[src/rtl/mts_pkg.sv]
package mts_pkg;

    // Token kinds as seen on the result channel
    typedef enum logic [1:0] {
        KIND_LIT  = 2'd0,
        KIND_WORD = 2'd1,
        KIND_STR  = 2'd2
    } kind_t;

    // Tokenizer position
    typedef enum logic [1:0] {
        MODE_IDLE = 2'd0,
        MODE_WORD = 2'd1,
        MODE_STR  = 2'd2
    } mode_t;

    // Character codes
    localparam logic [7:0] CH_LT     = 8'h3C;
    localparam logic [7:0] CH_GT     = 8'h3E;
    localparam logic [7:0] CH_QMARK  = 8'h3F;
    localparam logic [7:0] CH_EQ     = 8'h3D;
    localparam logic [7:0] CH_BANG   = 8'h21;
    localparam logic [7:0] CH_SLASH  = 8'h2F;
    localparam logic [7:0] CH_TAB    = 8'h09;
    localparam logic [7:0] CH_LF     = 8'h0A;
    localparam logic [7:0] CH_CR     = 8'h0D;
    localparam logic [7:0] CH_SPACE  = 8'h20;
    localparam logic [7:0] CH_DQUOTE = 8'h22;
    localparam logic [7:0] CH_SQUOTE = 8'h27;

    // One result item
    typedef struct packed {
        logic [7:0] token_byte;
        kind_t      kind;
        logic       last;
        logic       has;
    } result_t;

    // Tokenizer state carried between items
    typedef struct packed {
        mode_t      mode;
        logic       text;
        logic       held_valid;
        logic [7:0] held_char;
        logic       quote_single;
    } state_t;

    function automatic result_t make_res(logic [7:0] b, kind_t k, logic last, logic has);
        result_t r;
        r.token_byte = b;
        r.kind       = k;
        r.last       = last;
        r.has        = has;
        return r;
    endfunction

endpackage

[src/rtl/markup_token_splitter.sv]
// Markup token splitter.
// Input channel (in_valid / in_stall): one stream byte per item in in_byte, or
// an end-of-stream mark with end_of_input set. Output channel (out_valid /
// out_stall): one token byte per item with its kind, end-of-token mark and
// has_byte flag (clear only for the bare end mark of a truncated string).
// Each input item yields zero, one or two results. The last byte of a word is
// held inside until the next item shows where the word ends.
// A result produced by an item enters the queue when the item is accepted and
// reaches the output behind earlier results. One input item and one result
// per cycle while nothing stalls; results land in a four-entry queue, and
// in_stall rises while more than two entries are occupied, so items that
// yield two results slow the input to the rate at which the receiver drains it.
// Reset clears the tokenizer state and empties the queue. When the receiver
// stalls, the head result holds on the output and the queue absorbs up to
// two more items' worth of results before in_stall is raised.
module markup_token_splitter
    import mts_pkg::*;
#(
    parameter int QDepth = 4
)
(
    input  logic       clk,
    input  logic       rst_n,
    input  logic       in_valid,
    output logic       in_stall,
    input  logic [7:0] in_byte,
    input  logic       end_of_input,
    output logic       out_valid,
    input  logic       out_stall,
    output logic [7:0] token_byte,
    output logic [1:0] token_kind,
    output logic       token_last,
    output logic       has_byte
);

    localparam int CntW = $clog2(QDepth + 1);

    state_t            st_reg;
    state_t            st_next;
    logic [1:0]        res_n;
    result_t           res0;
    result_t           res1;
    result_t           q_reg  [QDepth];
    result_t           q_next [QDepth];
    logic [CntW-1:0]   count_reg;
    logic [CntW-1:0]   count_next;
    logic [CntW-1:0]   base;
    logic [CntW-1:0]   push_n;
    logic              accept;
    logic              pop;

    mts_step u_step (
        .st           (st_reg),
        .in_byte      (in_byte),
        .end_of_input (end_of_input),
        .st_next      (st_next),
        .res_n        (res_n),
        .res0         (res0),
        .res1         (res1)
    );

    // Handshake
    assign in_stall  = (count_reg > CntW'(QDepth - 2));
    assign accept    = in_valid && !in_stall;
    assign out_valid = (count_reg != '0);
    assign pop       = out_valid && !out_stall;
    assign push_n    = accept ? CntW'(res_n) : '0;
    assign base      = count_reg - CntW'(pop);

    // Shift out the head and write new results behind the remaining entries
    always_comb
    begin
        for (int i = 0; i < QDepth; i++)
        begin
            if (pop && (i < QDepth - 1))
            begin
                q_next[i] = q_reg[i + 1];
            end
            else
            begin
                q_next[i] = q_reg[i];
            end
            if ((push_n != '0) && (CntW'(i) == base))
            begin
                q_next[i] = res0;
            end
            else if ((push_n == CntW'(2)) && (CntW'(i) == base + CntW'(1)))
            begin
                q_next[i] = res1;
            end
        end
        count_next = base + push_n;
    end

    // Hold tokenizer state and queue fill
    always_ff @(posedge clk or negedge rst_n)
    begin
        if (!rst_n)
        begin
            st_reg.mode         <= MODE_IDLE;
            st_reg.text         <= 1'b0;
            st_reg.held_valid   <= 1'b0;
            st_reg.held_char    <= 8'h00;
            st_reg.quote_single <= 1'b0;
            count_reg           <= '0;
        end
        else
        begin
            if (accept)
            begin
                st_reg <= st_next;
            end
            count_reg <= count_next;
        end
    end

    // Queue payload
    always_ff @(posedge clk)
    begin
        for (int i = 0; i < QDepth; i++)
        begin
            q_reg[i] <= q_next[i];
        end
    end

    // Present the head result
    assign token_byte = q_reg[0].token_byte;
    assign token_kind = q_reg[0].kind;
    assign token_last = q_reg[0].last;
    assign has_byte   = q_reg[0].has;

endmodule

[src/rtl/mts_step.sv]
module mts_step
    import mts_pkg::*;
(
    input  state_t     st,
    input  logic [7:0] in_byte,
    input  logic       end_of_input,
    output state_t     st_next,
    output logic [1:0] res_n,
    output result_t    res0,
    output result_t    res1
);

    logic       in_word;
    logic       is_lit;
    logic       is_blank;
    logic       is_break;
    logic       is_quote;
    logic [7:0] delim;

    // Classify the incoming byte
    always_comb
    begin
        in_word  = (st.mode == MODE_WORD) && st.held_valid;
        is_lit   = (in_byte == CH_LT) || (in_byte == CH_GT) ||
                   (!st.text && ((in_byte == CH_QMARK) || (in_byte == CH_EQ) ||
                                 (in_byte == CH_BANG) || (in_byte == CH_SLASH)));
        is_blank = (in_byte == CH_SPACE) || (in_byte == CH_TAB);
        is_break = (in_byte == CH_LF) || (in_byte == CH_CR);
        is_quote = (in_byte == CH_DQUOTE) || (in_byte == CH_SQUOTE);
        delim    = st.quote_single ? CH_SQUOTE : CH_DQUOTE;
    end

    // Advance the tokenizer and build up to two results
    always_comb
    begin
        st_next = st;
        res_n   = 2'd0;
        res0    = make_res(in_byte, KIND_LIT, 1'b1, 1'b1);
        res1    = make_res(in_byte, KIND_LIT, 1'b1, 1'b1);
        priority if (st.mode == MODE_STR)
        begin
            res_n = 2'd1;
            if (end_of_input)
            begin
                res0         = make_res(8'h00, KIND_STR, 1'b1, 1'b0);
                st_next.mode = MODE_IDLE;
            end
            else if (in_byte == delim)
            begin
                res0         = make_res(in_byte, KIND_STR, 1'b1, 1'b1);
                st_next.mode = MODE_IDLE;
            end
            else
            begin
                res0 = make_res(in_byte, KIND_STR, 1'b0, 1'b1);
            end
        end
        else if (end_of_input)
        begin
            // close a pending word
            if (in_word)
            begin
                res_n = 2'd1;
                res0  = make_res(st.held_char, KIND_WORD, 1'b1, 1'b1);
            end
            st_next.mode       = MODE_IDLE;
            st_next.held_valid = 1'b0;
        end
        else if (is_lit)
        begin
            if (in_word)
            begin
                res_n = 2'd2;
                res0  = make_res(st.held_char, KIND_WORD, 1'b1, 1'b1);
                res1  = make_res(in_byte, KIND_LIT, 1'b1, 1'b1);
            end
            else
            begin
                res_n = 2'd1;
                res0  = make_res(in_byte, KIND_LIT, 1'b1, 1'b1);
            end
            st_next.text       = (in_byte == CH_GT);
            st_next.mode       = MODE_IDLE;
            st_next.held_valid = 1'b0;
        end
        else if (is_quote && !st.text)
        begin
            if (in_word)
            begin
                res_n = 2'd2;
                res0  = make_res(st.held_char, KIND_WORD, 1'b1, 1'b1);
                res1  = make_res(in_byte, KIND_STR, 1'b0, 1'b1);
            end
            else
            begin
                res_n = 2'd1;
                res0  = make_res(in_byte, KIND_STR, 1'b0, 1'b1);
            end
            st_next.quote_single = (in_byte == CH_SQUOTE);
            st_next.mode         = MODE_STR;
            st_next.held_valid   = 1'b0;
        end
        else if (!in_word)
        begin
            // skip leading blanks, otherwise start a word
            if (is_blank || is_break)
            begin
                st_next.mode       = MODE_IDLE;
                st_next.held_valid = 1'b0;
            end
            else
            begin
                st_next.mode       = MODE_WORD;
                st_next.held_valid = 1'b1;
                st_next.held_char  = in_byte;
            end
        end
        else if (is_blank && !st.text)
        begin
            res_n              = 2'd1;
            res0               = make_res(st.held_char, KIND_WORD, 1'b1, 1'b1);
            st_next.mode       = MODE_IDLE;
            st_next.held_valid = 1'b0;
        end
        else if (is_break && !st.text)
        begin
            // drop line break inside a word
            res_n = 2'd0;
        end
        else
        begin
            res_n             = 2'd1;
            res0              = make_res(st.held_char, KIND_WORD, 1'b0, 1'b1);
            st_next.held_char = in_byte;
        end
    end

endmodule

[config.mk]
export PLATFORM = sky130hd
export DESIGN_NAME = markup_token_splitter
export DESIGN_NICKNAME = d
export VERILOG_FILES = /design/src/rtl/mts_pkg.sv /design/src/rtl/markup_token_splitter.sv /design/src/rtl/mts_step.sv
export SDC_FILE = /design/constraint.sdc
export NUM_CORES = 1
export LEC_CHECK = 0
export BUFFER_PORTS_ARGS = -buffer_cell sky130_fd_sc_hd__buf_2
export CORE_UTILIZATION = 61
export CTS_CLUSTER_DIAMETER = 80
export DETAILED_ROUTE_END_ITERATION = 10
export PLACE_DENSITY = 0.83
export SLEW_MARGIN = 0
export SYNTH_ARGS = -nofsm -noshare
export SYNTH_HDL_FRONTEND = slang
export SYNTH_HIERARCHICAL = 1
export SYNTH_SLANG_ARGS = --single-unit
export TNS_END_PERCENT = 10
[constraint.sdc]
create_clock -name clk -period 5.2 [get_ports clk]
set_input_delay 0.52 -clock clk [delete_from_list [all_inputs] [get_ports clk]]
set_output_delay 0.52 -clock clk [all_outputs]
set_load 0.01 [all_outputs]
# Yosys cells after proc, flatten, opt, wreduce, memory -nomap -nowiden
# Memories as Yosys holds them, arrays and structs flattened.
# Index checks and enable logic that the tools add are counted.
[totals]
regBits = 16
latchBits = 0
ram_bits = 48
mem_bits_ro = 0
in_bits = 13
output_inout_bits = 14
word_cells = 135
mem_count = 1
[memory_table]
columns = ["memory", "words", "word_bits", "read_ports", "rd_clocked_by_memory_dff", "wr", "line_no", "rtl"]
rows = [
  ["q_reg", 4, 12, 4, 0, 4, "markup_token_splitter.sv:43", "result_t q_reg [QDepth];"],
]
[op_classes]
n_addsub = 3
mul = 0
div_mod_pow = 0
magnitude_cmp = 1
eq_ne = 28
shifts = 0
mux = 56
n_bitwise = 4
n_reduce_logical = 36
[op_table]
columns = ["op", "n"]
rows = [
  ["$mux W12", 21],
  ["$eq A8 B6 Y1 const B", 9],
  ["$mux W2", 16],
  ["$eq A8 B4 Y1 const B", 3],
  ["$mux W8", 3],
  ["$mux W4", 5],
  ["$logic_and A1 B1 Y1", 15],
  ["$eq A2 B3 Y1 const A", 4],
  ["$logic_or A1 B1 Y1", 9],
  ["$mux W1", 9],
  ["$mux W9", 1],
  ["$eq A8 B6 Y1", 1],
  ["$reduce_and A8 Y1", 1],
  ["$eq A1 B3 Y1 const A", 2],
  ["$logic_not A3 Y1", 2],
  ["$ne A6 B6 Y1 const B", 1],
  ["$reduce_and A3 Y1", 2],
  ["$reduce_bool A3 Y1", 2],
  ["$ne A5 B5 Y1 const B", 1],
  ["$reduce_and A5 Y1", 1],
  ["$eq A2 B2 Y1 const B", 2],
  ["$ne A2 B2 Y1 const B", 2],
  ["$not A1 Y1", 4],
  ["$reduce_and A4 Y1", 1],
  ["9 further kinds", 11],
]

# Logic depth before layout (Yosys ltp)
# Gate-level depths: netlist of the first run.
[logic_depth]
depth_word = 15
mapped_depth = 12
depth_no_buf = 11

# Hierarchy
# The synthesis of the first run kept the hierarchy.
[modules_own_cells]
columns = ["mod", "instances", "cells_each", "area_each_um2", "seq_area_each_um2"]
rows = [
  ["markup_token_splitter", 1, 263, 3159.3, 1841.8],
  ["mts_step", 1, 110, 800.8, 0.0],
]

# Worst setup path after synthesis of the first run
# OpenSTA, ideal clock, no wires.
[synth_timing]
path_type = "input-to-reg"
start = "input in_byte[4]"
end = "memory q_reg[1][0] (netlist bit) (enable)"
setup_time_ps = 361
arrival_time_ps = 2944
required_ps = 4839
setup_slack_ps = 1895
path_stages = 8
n_path_buf = 1
path_cell_list = "or3_4 nor4_4 nor3_4 nor3_1 nor3b_2 nand4_2 buf_2 nand3_1"
[synth_rtl]
columns = ["element", "line_no", "rtl"]
rows = [
  ["start: declaration", "markup_token_splitter.sv:26", "input logic [7:0] in_byte,"],
  ["end: declaration", "markup_token_splitter.sv:43", ""],
]

==> results of run 1 <==
cell usage after synthesis (all sizes together) (3+ instances only):
master / count
nor3: 5
clkbuf: 8
and3: 4
nand4: 5
ha: 4
buf: 24
a31oi: 13
nor2b: 5
xor2: 3
edfxtp: 48
or3: 3
o2111a: 3
mux2i: 24
a32o: 4
a21oi: 18
nand2: 46
dfrtp: 16
inv: 8
nor2: 34
mux2: 33
o21ai: 17
a22o: 5
nand2b: 5
nand3: 5
power breakdown:
group	leakage, nW	internal (mW)	switching [mW]
registers	0.660	0.721	0.0729
logic	1.05	0.244	0.370
clock network	0.0901	0.216	0.198
total	1.80	1.18	0.641
path summary, 6_finish.rpt:
| check | start | to | slack (ns) | cells past startpoint |
|---|---|---|---|---|
| setup reg to reg | st_reg[10] | q_reg[1][9] | 1.11 | 7 |
| hold reg to reg | st_reg[9] | st_reg[9] | 0.54 | 1 |
| hold / removal | rst_n | st_reg[9] | 0.09 | 1 |
| max in group asynchronous | rst_n | st_reg[10] | 4.84 | 1 |
| min in group clk | st_reg[9] | st_reg[9] | 0.54 | 1 |
| setup / recovery | st_reg[10] | q_reg[1][9] | 1.11 | 7 |
routing by layer:
| metal | vias to the layer above | GRT usage |
|---|---|---|
| li1 | 1375 | - |
| met3 | 18 | 0.0495 |
| met1 | 1435 | 0.353 |
| met4 | 0 | 0.102 |
| met2 | 137 | 0.466 |
| met5 | - | 0 |
stage by stage:
stage               std cells  power [mW]
floorplan                 373        1.24
global placement          445        1.37
detailed placement        445        1.40
CTS                       461        1.81
global route              461        1.91
finish                    461        1.82
layout make-up:
type                       count  area [um^2]  area share
tap                           75         93.8      0.0223
inverter                       8         30.0     0.00712
timing repair buffer          29          153      0.0362
clock buffer                   9          124      0.0294
sequential                    64         1840       0.437
clock inverter                 7         62.6      0.0148
multi-input combinational    269         1910       0.453
layout by cell type (no fill, tap or decap), drive strengths merged, types with 5 or more instances in the layout:
| cell | n |
|---|---|
| clkbuf | 9 |
| nor3 | 5 |
| a22o | 5 |
| nand2 | 46 |
| nand2b | 5 |
| mux2 | 33 |
| nand4 | 5 |
| a31oi | 13 |
| a21oi | 18 |
| nor2 | 34 |
| mux2i | 24 |
| buf | 29 |
| nor2b | 5 |
| edfxtp | 48 |
| inv | 8 |
| dfrtp | 16 |
| o21ai | 17 |
| nand3 | 5 |
worst reg2reg max path, delay by kind of cell, from the launching register on:
kind	cells	cell delay [ns]
AOI/OAI and AO/OA	1	0.39
DFF	1	0.47
and+or+nand+nor	6	2.87
cells by family (layout without fill, tap and decap cells):
kind of cell / after synthesis / after routing / synth area share
flops: 64 / 64 / 0.465
fa+ha+maj: 5 / 5 / 0.0177
buf+inv: 40 / 53 / 0.0540
xor+xnor: 4 / 4 / 0.00885
mux: 57 / 57 / 0.155
other cells: 2 / 2 / 0.00190
simple gates: 126 / 126 / 0.166
compound gates: 75 / 75 / 0.132
==> out/metrics.cfg, run 1 <==
[timing]
final.setup_skew_ns = 0.00767
whs_ns = 0.0862
fin_crit_ns = 4.09
hold_viol_final = 0
fin_tns_setup_ns = 0
worst_slew_pin_slew_ns = 0.993
rsz0062_at_grt = no
relSlewSlack = 0.338
fin_crit_sh = 0.787
maxSlewViolCount = 0
fmax_mhz = 244
setup_slack_ns = 1.11
setup_violations = 0

[route]
route.detailed.drc = 0
top_layer = met4
viasPerCell = 6.43
antenna_left = 0
drt-total-wl_um = 8550
wl_met1_um = 3730
route.met3.wl_um = 456
wl_met2_um = 4200
wire_per_inst_um = 18.6
firstDrtPassIters = 5
drt_iter0_markers = 211
vias = 2965

[placed_design]
dp_slack_ns = 0.946
dp_hpwl_um = 5860
gp_congestion = 0.950
io_buffer_count = 26
dpl_cell_area_um2 = 4030

[worst_setup_path]
crit_path_end_kind = flop
cp.required_ns = 5.18
cp_slowest_cell = nand3_1
cp_top_family = simple AND/OR/NAND/NOR gates
arrival_ns = 4.07
crit_path_max_fanout = 13
crit_path_max_incr_delay_ns = 0.71
cp_cell_sequence = nor4_1 -> o2111a_1 -> nor3_4 -> nor3_1 -> nor3b_2 -> nand4_2 -> nand3_1
worst-path-buf-inv = 0
critPathKind = flop to flop
crit_path_start_kind = flop

[yosys]
synth_area_leaders = edfxtp_1 (36%), dfrtp_1 (10%), mux2_2 (9.4%)
yosys.area.top_type = edfxtp_1
syn_nets = 391
ys_types = 58
ys_ff_latch = 64
synth_edf_count = 48
synthFlopType = edfxtp_1
netlist_area_um2 = 3960
ys_warn_count = 6
synth-seq-area-share = 0.465
synthCells = 373
postSynth.asyncResetShare = 0.250
syn_avg_cell_area_um2 = 10.6
synth_top_area_frac = 0.364

[die]
core_area_um2 = 6100
die_h_um = 82.6
die_x_um = 82.6
io_pins = 27
rows = 28
start_util = 0.650
die-area_um2 = 6820

[clocking]
clock_path_buffers = 2
postCtsResizedCells = 0
cts_buffers = 9
cts.clk_slew.worst_paths_ns = 0.07
h-tree-depth = 3
postCtsSetupRepairBufs = 0
cts_tree = yes
cts-root-buf = clkbuf_8
insertion_delay_ns = 0.34
holdBufCountCts = 0
clock_sinks = 64

[final_layout]
fillers = 468
fin_util = 0.692
drive_gt1_frac = 0.254
num-nets-final = 399
antennaDiodeCount = 0
final_area_um2 = 4220
largest_reg_flops = 48
area_growth_syn_to_layout_pct = 6.45

[power]
ir_drop_v = 0.000255
power_density_nw_per_um2 = 432
leakage_nw = 1.80

[global_route]
antenna_found_initial = 0
grt_overflow = 0
grt_pass1_vias = 2833
track_usage = 0.276
grt_max_degree = 26
grt_pass1_wl_um = 13900

[status]
outcome = complete, no violations

[flow_run]
maxCapViolations = 0

[min_path]
min_path_type = input pin to async pin

Power figures use the tool's default switching activity.
==> run 2: changes to the inputs <==
--- a/config.mk
+++ b/config.mk
@@ -6,10 +6,10 @@
 export NUM_CORES = 1
 export LEC_CHECK = 0
 export BUFFER_PORTS_ARGS = -buffer_cell sky130_fd_sc_hd__buf_2
-export CORE_UTILIZATION = 61
+export CORE_UTILIZATION = 55
 export CTS_CLUSTER_DIAMETER = 80
 export DETAILED_ROUTE_END_ITERATION = 10
-export PLACE_DENSITY = 0.83
+export PLACE_DENSITY = 0.79
 export SLEW_MARGIN = 0
 export SYNTH_ARGS = -nofsm -noshare
 export SYNTH_HDL_FRONTEND = slang
==> constraint.sdc (replaced) <==
create_clock -name clk -period 3.4 [get_ports clk]
set_input_delay 0.34 -clock clk [delete_from_list [all_inputs] [get_ports clk]]
set_output_delay 0.34 -clock clk [all_outputs]
set_load 0.01 [all_outputs]
==> out/metrics.cfg, run 2 (synthesized netlist as in run 1, its figures left out) <==
[worst_setup_path]
crit_path_max_incr_delay_ns = 0.40
path_common_cell = ha_1
critPathKind = flop to flop
cp.required_ns = 3.48
cp_cell_sequence = or3_1 -> nand2b_1 -> inv_1 -> ha_1 -> ha_1 -> nor2_1 -> ha_1 -> nor3b_4 -> nand4_2 -> buf_4 -> mux2i_1 -> a21oi_1
critPathLaunch = count_reg[0]
arrival_ns = 3.24
crit_path_start_kind = flop
cp_slowest_cell = dfrtp_1
worstReg2RegStart = count_reg[0]
crit_path_max_fanout = 12
crit_path_end_kind = flop

[route]
antenna_left = 0
firstDrtPassIters = 5
drt-total-wl_um = 7760
wire_per_inst_um = 15.7
route.detailed.drc = 0
viasPerCell = 5.77
drt_iter0_markers = 267
vias = 2862

[timing]
fin_crit_sh = 0.928
fin_crit_ns = 3.16
maxSlewViolCount = 0
fin_tns_setup_ns = 0
rsz0062_at_grt = no
worst_slew_pin_slew_ns = 0.612
setup_violations = 0
fmax_mhz = 317
relSlewSlack = 0.590
final.setup_skew_ns = 0.0102
hold_viol_final = 0

[clocking]
postCtsSetupRepairBufs = 0
cts-root-buf = clkbuf_8
cts.clk_slew.worst_paths_ns = 0.07
cts_tree = yes
h-tree-depth = 3
clock_path_buffers = 2
insertion_delay_ns = 0.34
cts_buffers = 9
clock_sinks = 64

[final_layout]
multiInputGateArea_um2 = 1920
final_area_um2 = 4400
antennaDiodeCount = 0
final_common_cell = edfxtp_1
seq_area_um2 = 1840
area_growth_syn_to_layout_pct = 11.0
largest_reg_flops = 48
layout.cells.most_common_list = edfxtp_1 (48), nand2_1 (46), nor2_1 (34)
fillers = 548
fin_util = 0.640
drive_gt1_frac = 0.285
num-nets-final = 413

[placed_design]
dp_hpwl_um = 5560
gp_congestion = 0.883
dpl_cell_area_um2 = 4150
io_buffer_count = 26

[global_route]
antenna_found_initial = 0
grt_overflow = 0
grt_pass1_wl_um = 13500
track_usage = 0.234
grt_max_degree = 25
grt_pass1_vias = 2756

[die]
die-area_um2 = 7540
rows = 30
io_pins = 27
die_x_um = 86.9
core_area_um2 = 6870
start_util = 0.577
die_h_um = 86.9

[power]
leakage_nw = 1.89
ir_drop_v = 0.000310
power_density_nw_per_um2 = 656

[flow_run]
maxCapViolations = 0

[status]
outcome = complete, no violations

[min_path]
min_path_type = input pin to async pin

[run 2: where the power goes]
group / internal, mW / total [mW] / switching [mW]
Combinational: 0.401 / 0.959 / 0.557
Clock: 0.414 / 0.722 / 0.309
Sequential: 1.10 / 1.20 / 0.104
Total: 1.91 / 2.88 / 0.970
[run 2: cell type report]
cell class,instances,area share
Sequential cell,64,0.419
Timing Repair Buffer,43,0.0592
Multi-Input combinational cell,269,0.438
Inverter,8,0.00683
Clock inverter,7,0.0216
Tap cell,96,0.0273
Clock buffer,9,0.0282
[run 2: per-stage QoR]
stage	hold WS, ns	worst slack (ns)	power [mW]	cells
floorplan	0.0444	0.154	1.90	373
global placement	0.285	0.357	2.10	479
detailed placement	0.293	0.255	2.15	479
CTS	0.451	0.212	2.88	496
global route	0.479	0.0209	3.06	496
finish	0.452	0.244	2.88	496
[run 2: path summary, 6_finish.rpt]
path / endpoint / slack, ns / cells after the start
hold / removal: st_reg[0] / 0.45 / 2
min in group clk: q_reg[2][8] / 0.48 / 3
hold reg to reg: st_reg[1] / 0.54 / 1
max in group asynchronous: st_reg[3] / 2.66 / 2
setup reg to reg: q_reg[1][3] / 0.24 / 12
setup / recovery: q_reg[1][3] / 0.24 / 12
[run 2: layer usage]
layer | track usage | up-vias | share of wire | wire length [um]
met5 | 0 | - | 0 | 0
met4 | 0.0970 | 0 | 0.013 | 102
met3 | 0.0521 | 11 | 0.041 | 317
met2 | 0.374 | 76 | 0.48 | 3740
met1 | 0.310 | 1369 | 0.46 | 3610
li1 | - | 1406 | - | -
[run 2: worst max-delay path, delay by kind of cell, from the launching register on]
| kind | cells | cell delay, ns |
|---|---|---|
| adder cells (fa/ha/maj) | 3 | 0.80 |
| flip-flops | 1 | 0.40 |
| AND/OR/NAND/NOR | 5 | 1.09 |
| AO/OA/AOI/OAI | 1 | 0.11 |
| multiplexers | 1 | 0.20 |
| buffers and inverters | 2 | 0.30 |
[run 2: timing repair]
item | CTS | global route
endpoints found under the hold margin | 16 | 0
resized for setup | 0 | 2
hold buffers | 1 | 0
setup endpoints to repair | 0 | 9
==> run 3: changes to the inputs <==
--- a/config.mk
+++ b/config.mk
@@ -6,10 +6,10 @@
 export NUM_CORES = 1
 export LEC_CHECK = 0
 export BUFFER_PORTS_ARGS = -buffer_cell sky130_fd_sc_hd__buf_2
-export CORE_UTILIZATION = 55
+export CORE_UTILIZATION = 35
 export CTS_CLUSTER_DIAMETER = 80
 export DETAILED_ROUTE_END_ITERATION = 10
-export PLACE_DENSITY = 0.79
+export PLACE_DENSITY = 0.56
 export SLEW_MARGIN = 0
 export SYNTH_ARGS = -nofsm -noshare
 export SYNTH_HDL_FRONTEND = slang
==> out/metrics.cfg, run 3 (synthesized netlist as in run 1, its figures left out) <==
[clocking]
h-tree-depth = 3
cts-root-buf = clkbuf_16
clock_sinks = 64
cts_tree = yes
postCtsSetupRepairBufs = 0
cts.clk_slew.worst_paths_ns = 0.06
cts_buffers = 9
clock_path_buffers = 2
insertion_delay_ns = 0.33

[power]
leakage_nw = 1.95
power.share.clock = 0.319
intPower_mw = 2.15
pwr-share-seq = 0.379
ir_drop_v = 0.000278
swShare = 0.317
power_density_nw_per_um2 = 690
combPwrFrac = 0.301
p_sw_mw = 0.996

[worst_setup_path]
cp_cell_sequence = or3_1 -> nand2b_1 -> inv_1 -> ha_1 -> ha_1 -> nor2_1 -> ha_1 -> nor3b_2 -> nand4_2 -> buf_4 -> mux2i_1 -> a21oi_1
critPathLaunch = count_reg[0]
crit_path_end_kind = flop
rrSetupSlack_ns = 0.34
crit_path_start_kind = flop
r2r_cells = 12
r2r_end = q_reg[1][3]
crit_path_max_fanout = 12
critPathKind = flop to flop
crit_path_max_incr_delay_ns = 0.39
arrival_ns = 3.14
cp.required_ns = 3.47
worstSetupEndpoint = q_reg[1][3]
path_common_cell = ha_1
cp_slowest_cell = or3_1
worstReg2RegStart = count_reg[0]

[route]
wl_met1_um = 3940
firstDrtPassIters = 5
wire_per_inst_um = 14.7
vias = 2774
antenna_left = 0
drt_iter0_markers = 99
top_layer = met4
viasPerCell = 5.12
route.met3.wl_um = 364
drt-total-wl_um = 7960
route.detailed.drc = 0
wl_met2_um = 3600

[global_route]
grt_pass1_vias = 2592
grt_pass1_wl_um = 13300
track_usage = 0.146
grt_overflow = 0
antenna_found_initial = 0
grt_max_degree = 25

[die]
start_util = 0.362
die_h_um = 108
core_area_um2 = 10900
die-area_um2 = 11700
die_x_um = 108
rows = 38
io_pins = 27

[timing]
worst_slew_pin_slew_ns = 0.638
fin_crit_sh = 0.901
hold_viol_final = 0
relSlewSlack = 0.574
setup_violations = 0
fin_tns_setup_ns = 0
setup_slack_ns = 0.337
maxSlewViolCount = 0
fmax_mhz = 326
whs_ns = 0.472
fin_crit_ns = 3.06
final.setup_skew_ns = 0.00578
rsz0062_at_grt = no

[status]
outcome = complete, no violations

[placed_design]
gp_congestion = 0.791
io_buffer_count = 26
dpl_cell_area_um2 = 4220
dp_hpwl_um = 6030
dp_slack_ns = 0.303

[final_layout]
num-nets-final = 415
antennaDiodeCount = 0
fillers = 1099
largest_reg_flops = 48
final_common_cell = edfxtp_1
layout.cells.most_common_list = edfxtp_1 (48), nand2_1 (46), nor2_1 (34)
fin_util = 0.417
final_area_um2 = 4560
drive_gt1_frac = 0.289
area_growth_syn_to_layout_pct = 15.2

[min_path]
min_path_type = input pin to async pin

[flow_run]
maxCapViolations = 0

-- run 3: changes by cell type in the layout (fill, tap and decap cells not counted) --
cell	before	now
nor3b_2	0	1
clkinv_2	2	0
nor3b_4	1	0
inv_6	1	3
buf_4	16	18
xor2_2	1	0
clkbuf_16	0	9
xor2_1	2	3
clkbuf_8	9	0
and4_2	0	1
and4_1	1	0
-- run 3: routing by layer --
metal  GRT usage  vias to the layer above
li1            -                     1411
met3      0.0362                        5
met5           0                        -
met4      0.0319                        0
met2       0.232                       66
met1       0.201                     1292
-- run 3: how the worst min path moves through the flow --
| stage | start | cells past startpoint | end |
|---|---|---|---|
| floorplan | rst_n | 0 | count_reg[0] |
| global placement | rst_n | 1 | st_reg[6] |
| detailed placement | rst_n | 1 | st_reg[0] |
| CTS | rst_n | 2 | st_reg[6] |
| global route | rst_n | 2 | st_reg[6] |
| finish | rst_n | 2 | st_reg[0] |
-- run 3: power groups by stage --
stage,clock network (mW),logic [mW],registers (mW)
after CTS,1.03,0.954,1.19
after global placement,0,0.944,1.20
after floorplan,0,0.684,1.21
final,1.00,0.948,1.19
after global routing,1.06,1.06,1.22
after detailed placement,0,0.946,1.21
-- run 3: final cells by class --
| class | count | area [um^2] | share of cell area |
|---|---|---|---|
| multi-input combinational | 269 | 1910 | 0.419 |
| sequential | 64 | 1840 | 0.404 |
| tap | 140 | 175 | 0.0384 |
| inverter | 8 | 30.0 | 0.00658 |
| timing repair buffer | 45 | 275 | 0.0603 |
| clock buffer | 9 | 225 | 0.0494 |
| clock inverter | 7 | 103 | 0.0225 |
-- run 3: what timing repair did --
action,4_1_cts,5_1_grt
hold buffers,1,0
gates resized for setup,0,1
endpoints found under the setup margin,0,1
hold endpoints to repair,16,0
-- run 3: worst max-delay path: cells and delay by family (launching register included) --
family / cells / cell delay (ns)
simple gates: 5 / 1.08
buf+inv: 2 / 0.29
fa+ha+maj: 3 / 0.79
compound gates: 1 / 0.08
flops: 1 / 0.38
mux: 1 / 0.18
-- run 3: metrics by stage --
step                      power [mW]  std cells
after floorplan                 1.90        373
after detailed placement        2.15        525
final                           3.15        542
after global routing            3.34        542
after global placement          2.15        525
after CTS                       3.18        542
